File: src/tmcp_pkg.sv
// Shared constants and types for the trellis min-cost path block.
`default_nettype none

package tmcp_pkg;

  // default sizes of the trellis
  localparam int unsigned DefMaxNodes   = 64;
  localparam int unsigned DefMaxColumns = 64;
  localparam int unsigned DefCostWidth  = 32;

  // fixed widths of the cost ports, Q16.16
  localparam int unsigned InCostW  = 32;
  localparam int unsigned OutCostW = 32;

  // markers that travel with one pair word
  typedef struct packed {
    logic last_prev;
    logic last_in_column;
    logic final_column;
  } flags_t;

endpackage

`default_nettype wire

File: src/tmcp_ram.sv
// Generic single-write, single-read RAM with registered read data.
`default_nettype none

module tmcp_ram
  import tmcp_pkg::*;
#(
  parameter int unsigned WIDTH = DefCostWidth,
  parameter int unsigned DEPTH = DefMaxNodes
) (
  input  wire logic                     clk_i,
  input  wire logic                     we_i,
  input  wire logic [$clog2(DEPTH)-1:0] waddr_i,
  input  wire logic [WIDTH-1:0]         wdata_i,
  input  wire logic                     re_i,
  input  wire logic [$clog2(DEPTH)-1:0] raddr_i,
  output logic      [WIDTH-1:0]         rdata_o
);

  logic [WIDTH-1:0] mem_q [DEPTH];

  // write port
  always_ff @(posedge clk_i) begin
    if (we_i) begin
      mem_q[waddr_i] <= wdata_i;
    end
  end

  // registered read port
  always_ff @(posedge clk_i) begin
    if (re_i) begin
      rdata_o <= mem_q[raddr_i];
    end
  end

endmodule

`default_nettype wire

File: config.mk
export PLATFORM = sky130hd
export DESIGN_NAME = tmcp_ram
export DESIGN_NICKNAME = d
export VERILOG_FILES = /design/src/tmcp_pkg.sv /design/src/tmcp_ram.sv
export SDC_FILE = /design/constraint.sdc
export NUM_CORES = 2
export LEC_CHECK = 0
export BUFFER_PORTS_ARGS = -buffer_cell sky130_fd_sc_hd__buf_2
export CORE_UTILIZATION = 33
export CTS_CLUSTER_DIAMETER = 50
export DETAILED_ROUTE_END_ITERATION = 8
export GPL_TIMING_DRIVEN = 0
export PLACE_DENSITY_LB_ADDON = 0.3
export SLEW_MARGIN = 10
export SYNTH_ARGS = -nofsm -noshare
export SYNTH_HDL_FRONTEND = slang
export SYNTH_SLANG_ARGS = --single-unit
File: constraint.sdc
create_clock -name clk_i -period 5.8 [get_ports clk_i]
set_input_delay 0.58 -clock clk_i [delete_from_list [all_inputs] [get_ports clk_i]]
set_output_delay 0.58 -clock clk_i [all_outputs]
set_load 0.05 [all_outputs]
# [Yosys cells after proc, flatten, opt, wreduce, memory -nomap -nowiden]
# Memory sizes are Yosys's and may differ from the RTL's. A register that Yosys moved wholly into a read port is not among the register bits.
# Index checks and enable logic that the tools add are counted.
[word_totals] regBits=0 ram_bits=2048 elab_cells=3 mem_count=1
[classes] mux=2
[memory_table] name="mem_q" depth=64 word_bits=32 rd=1 rd_ports_with_merged_regs=1 wr=1 line="tmcp_ram.sv:19" rtl="logic [WIDTH-1:0] mem_q [DEPTH];"
[ops] operator="$mux 1" count=2

# [Depth between registers and ports, before layout]
[logic_depth] word_depth=2 mapped_depth=10 ltp_nobuf=5

# [Least setup slack after synthesis]
# No wires, ideal clock.
[synth_path] kind="input -> register" start="input waddr_i[3]" end="memory mem_q[48][0] (netlist name) (enable)" path_slack_ps=2060 required_ps=5339 stages=4 arrival_time_ps=3279 path_cell_list="clkbuf_1 > nor2b_1 > nand4b_1 > nor3_1"
[synth_rtl] element="from (decl)" line="tmcp_ram.sv:12" rtl="input wire logic [$clog2(DEPTH)-1:0] waddr_i,"
[synth_rtl] element="to (decl)" line="tmcp_ram.sv:19"
# Straight into the memory's write port.

==> metrics.md <==
| Metric | Value |
|---|---|
| Status | `complete, no violations` |
| Min Hold Slack | `175.9 ps` |
| WHS Endpoint | `mem_q[51][16]$_DFFE_PP_` |
| DR vias/cell | `5.542` |
| CTS tree | `done` |
| PortBufs | `70` |
| Worst Skew | `32.16 ps` |
| Critical Path RT | `6330 ps` |
| Met1 wire length | `97150 µm` |
| Met2 wire length | `119800 µm` |
| Syn_nets | `3371` |
| DRT iter0 DRCs | `5718` |
| Starting Density | `33.18%` |
| Overall Global Routing Usage | `20.51%` |
| Largest net degree at the start of global routing | `65` |
| Drt pass-1 iters | `5` |
| Final std cells w/o fill | `7088` |
| Cell leakage power | `28.68 nW` |
| Final period util | `76.56%` |
| Min-delay src | `wdata_i[16]` |
| CTS HTree Levels | `4` |
| Number of global-route vias before repair | `38404` |
| CTS resizes | `0` |
| Fmax | `225.2 MHz` |
| P&R area growth vs syn | `18.32%` |
| Comb pwr share | `5.8%` |
| Clk network pwr share | `42.3%` |
| Ys Warns | `0` |
| CTS Buffer Depth | `3` |
| I/O pins | `79` |
| Reg power frac | `51.9%` |
| Syn Area/Cell | `23.72 µm²` |
| Pwr Density | `345.3 nW/µm²` |
| First-pass GRT wire length | `334300 µm` |
| Maxcap violations | `0` |
| Net Sw Power | `7.285 mW` |
| Slowest cell on crit path | `buf_1` |
| Hold depth | `1` |
| Setup Viol. Count Final | `0` |
| Dpl hpwl | `162200 µm` |
| Max-slew violations | `0` |
| Die height | `490.8 µm` |
| Initial antenna violation count | `22` |
| Min cycle time layout | `4441 ps` |
| RSZ-0062 raised after global routing | `no` |
| Clock latency on the worst-skew pair | `860 ps` |
| Sequential fraction of the synthesis area | `79.23%` |
| Max_slew headroom | `10.68%` |
| TritonCTS buffer count | `216` |
| Cell mode on critical path | `buf_2` |
| Flops & latches, synth | `2080` |
| Hold Crit Class | `input port to flop` |
| Mapped Area | `78840 µm²` |
| WL final | `249300 µm` |
| CP Data Arrival Time | `4970 ps` |
| Area after DPL | `86250 µm²` |
| Die X | `490.8 µm` |
| Wirelength per Cell | `35.17 µm` |
| Sw Share | `22.62%` |
| CTS root buf | `clkbuf_16` |
| Die area | `240900 µm²` |
| Worst vdd ir | `0.3255 mV` |
| Final instance area | `93280 µm²` |
| Final Net Count | `3776` |
| Critical path class | `input port to flop` |
| Number of post-CTS setup repair buffers | `0` |
| Reg2Reg Depth | `4` |
| Routed Antenna Nets | `0` |
| Total grt overflow | `0` |
| Core Footprint | `237600 µm²` |
| Rows | `179` |
| DR top layer | `met5` |
| R2r startpoint | `mem_q[15][11]$_DFFE_PP_` |
| Worst slew pin tran | `1340 ps` |
| Synth unique cells | `33` |
| Metal3 WL | `22210 µm` |
| Startpoint Class | `input port` |
| Worst R2R End | `rdata_o[11]$_DFFE_PP_` |
| Routed vias | `39282` |
| GPL Wtd Cong | `0.8469` |
| Endpoint class of the critical path | `flop` |
| CP Cell Sequence | `buf_2, buf_2, buf_2, buf_1, nand3b_1, o221ai_1, a21oi_1, a21oi_1, nor2_1` |
| Critical Path Fanout Max | `11` |
| Reg clk slew, reported paths | `60 ps` |
| Total placed cells including tap cells | `6677` |
| Drt drc | `0` |
| Clk sink count | `2080` |
| Slowest Stage Delay on Critical Path | `860 ps` |
| R2r setup slk | `2870 ps` |
| Synthesized netlist cell count | `3324` |
| Internal Power | `24.92 mW` |
| Layout cells sized above 1 | `30.65%` |
| Hold Vio Cnt, Final | `0` |
[area by class of cell]
cell class	instances	area, µm²
sequential	2080	62460
antenna	15	37.54
tap	3167	3963
buffer	182	899.6
clock inverter	134	1355
clock buffer	261	5595
multi-input combinational	1062	15970
timing repair buffer	187	3003
fill	20755	144300
[worst max-delay path by stage]
stage,from,end,slack [ps],depth (start not counted)
floorplan,waddr_i[3],mem_q[48][0]$_DFFE_PP_,2060,4
global placement,waddr_i[3],mem_q[49][14]$_DFFE_PP_,-1380,4
detailed placement,raddr_i[1],rdata_o[22]$_DFFE_PP_,700,9
CTS,raddr_i[1],rdata_o[22]$_DFFE_PP_,1590,9
global route,raddr_i[1],rdata_o[22]$_DFFE_PP_,1540,9
finish,raddr_i[1],rdata_o[22]$_DFFE_PP_,1360,9
[per-stage QoR]
stage	total power [mW]	util [%]	TNS, ps	setup WS (ps)
floorplan	17.91	-	0	2060
global placement	18.84	34.99	-88180	-1377
detailed placement	18.91	36.30	0	702.9
CTS	32.39	39.23	0	1590
global route	32.96	39.24	0	1543
finish	32.21	39.25	0	1359
[flip-flops by register name (all words and copies together) (netlist names)]
register / count
mem_q: 2048
rdata_o: 32
[per-layer routing]
| metal | vias up | GRT usage (%) |
|---|---|---|
| met1 | 21567 | 27.61 |
| met3 | 380 | 3.865 |
| met5 | - | 0 |
| li1 | 15182 | - |
| met2 | 2147 | 32.97 |
| met4 | 6 | 7.868 |
[cell families after synthesis]
kind of cell	Yosys count	synth area share [%]
flops	2080	79.23
mux	637	16.72
simple gates	223	1.260
compound gates	202	1.666
buf+inv	182	1.124
[layout by cell type (no fill, tap or decap), types with 49 or more instances in the layout]
cell,count
o22ai_1,84
a21oi_1,62
clkbuf_1,108
mux2i_1,93
clkbuf_16,217
nor2_4,62
mux4_2,544
nor2_1,75
buf_2,105
buf_16,49
buf_4,56
edfxtp_1,2080
clkinv_1,50
buf_12,58
[power groups by stage]
| stage | registers (mW) | logic (mW) | clock network, mW |
|---|---|---|---|
| 6_report | 16.7 | 1.88 | 13.6 |
| 5_1_grt | 16.7 | 1.93 | 14.3 |
| 4_1_cts | 16.7 | 1.89 | 13.8 |
| 3_5_place_dp | 17.0 | 1.88 | 0 |
| 3_3_place_gp | 17.0 | 1.80 | 0 |
| 2_1_floorplan | 17.1 | 0.810 | 0 |
[critical path, delay by kind of cell]
| kind | cells | cell delay (ps) |
|---|---|---|
| buffers and inverters | 4 | 2130 |
| AO/OA/AOI/OAI | 3 | 1270 |
| AND/OR/NAND/NOR | 2 | 930 |
[synth_stat cells]
cell	number	area (µm²)
nor2_1	137	514.2
a41o_1	4	40.04
or3b_1	2	17.52
or3_1	3	18.77
buf_6	5	56.30
and2_1	2	12.51
nor2b_1	15	93.84
buf_4	25	187.7
or3b_2	3	26.28
or2_2	1	6.260
clkbuf_1	74	277.8
mux4_2	544	12250
a311oi_1	8	70.07
o221ai_1	27	236.5
nor3_1	7	35.03
o32ai_1	4	35.03
or2_0	1	6.260
o22ai_1	84	525.5
or2_1	1	6.260
and3_1	4	25.02
a22oi_1	12	90.09
edfxtp_1	2080	62460
a31oi_1	1	6.260
nand2_1	26	97.59
nand3_1	5	25.02
nand4b_1	1	8.760
nand3b_1	5	37.54
buf_1	21	78.83
nand2b_1	8	50.05
buf_2	57	285.3
nand4_1	2	12.51
a21oi_1	62	310.3
mux2i_1	93	930.9
[timing repair]
action | in CTS | in global routing
setup endpoints to repair | 0 | 0
endpoints found under the hold margin | 2 | 0
hold buffers | 1 | 0
No activity file was read; power rests on OpenSTA's default activity.
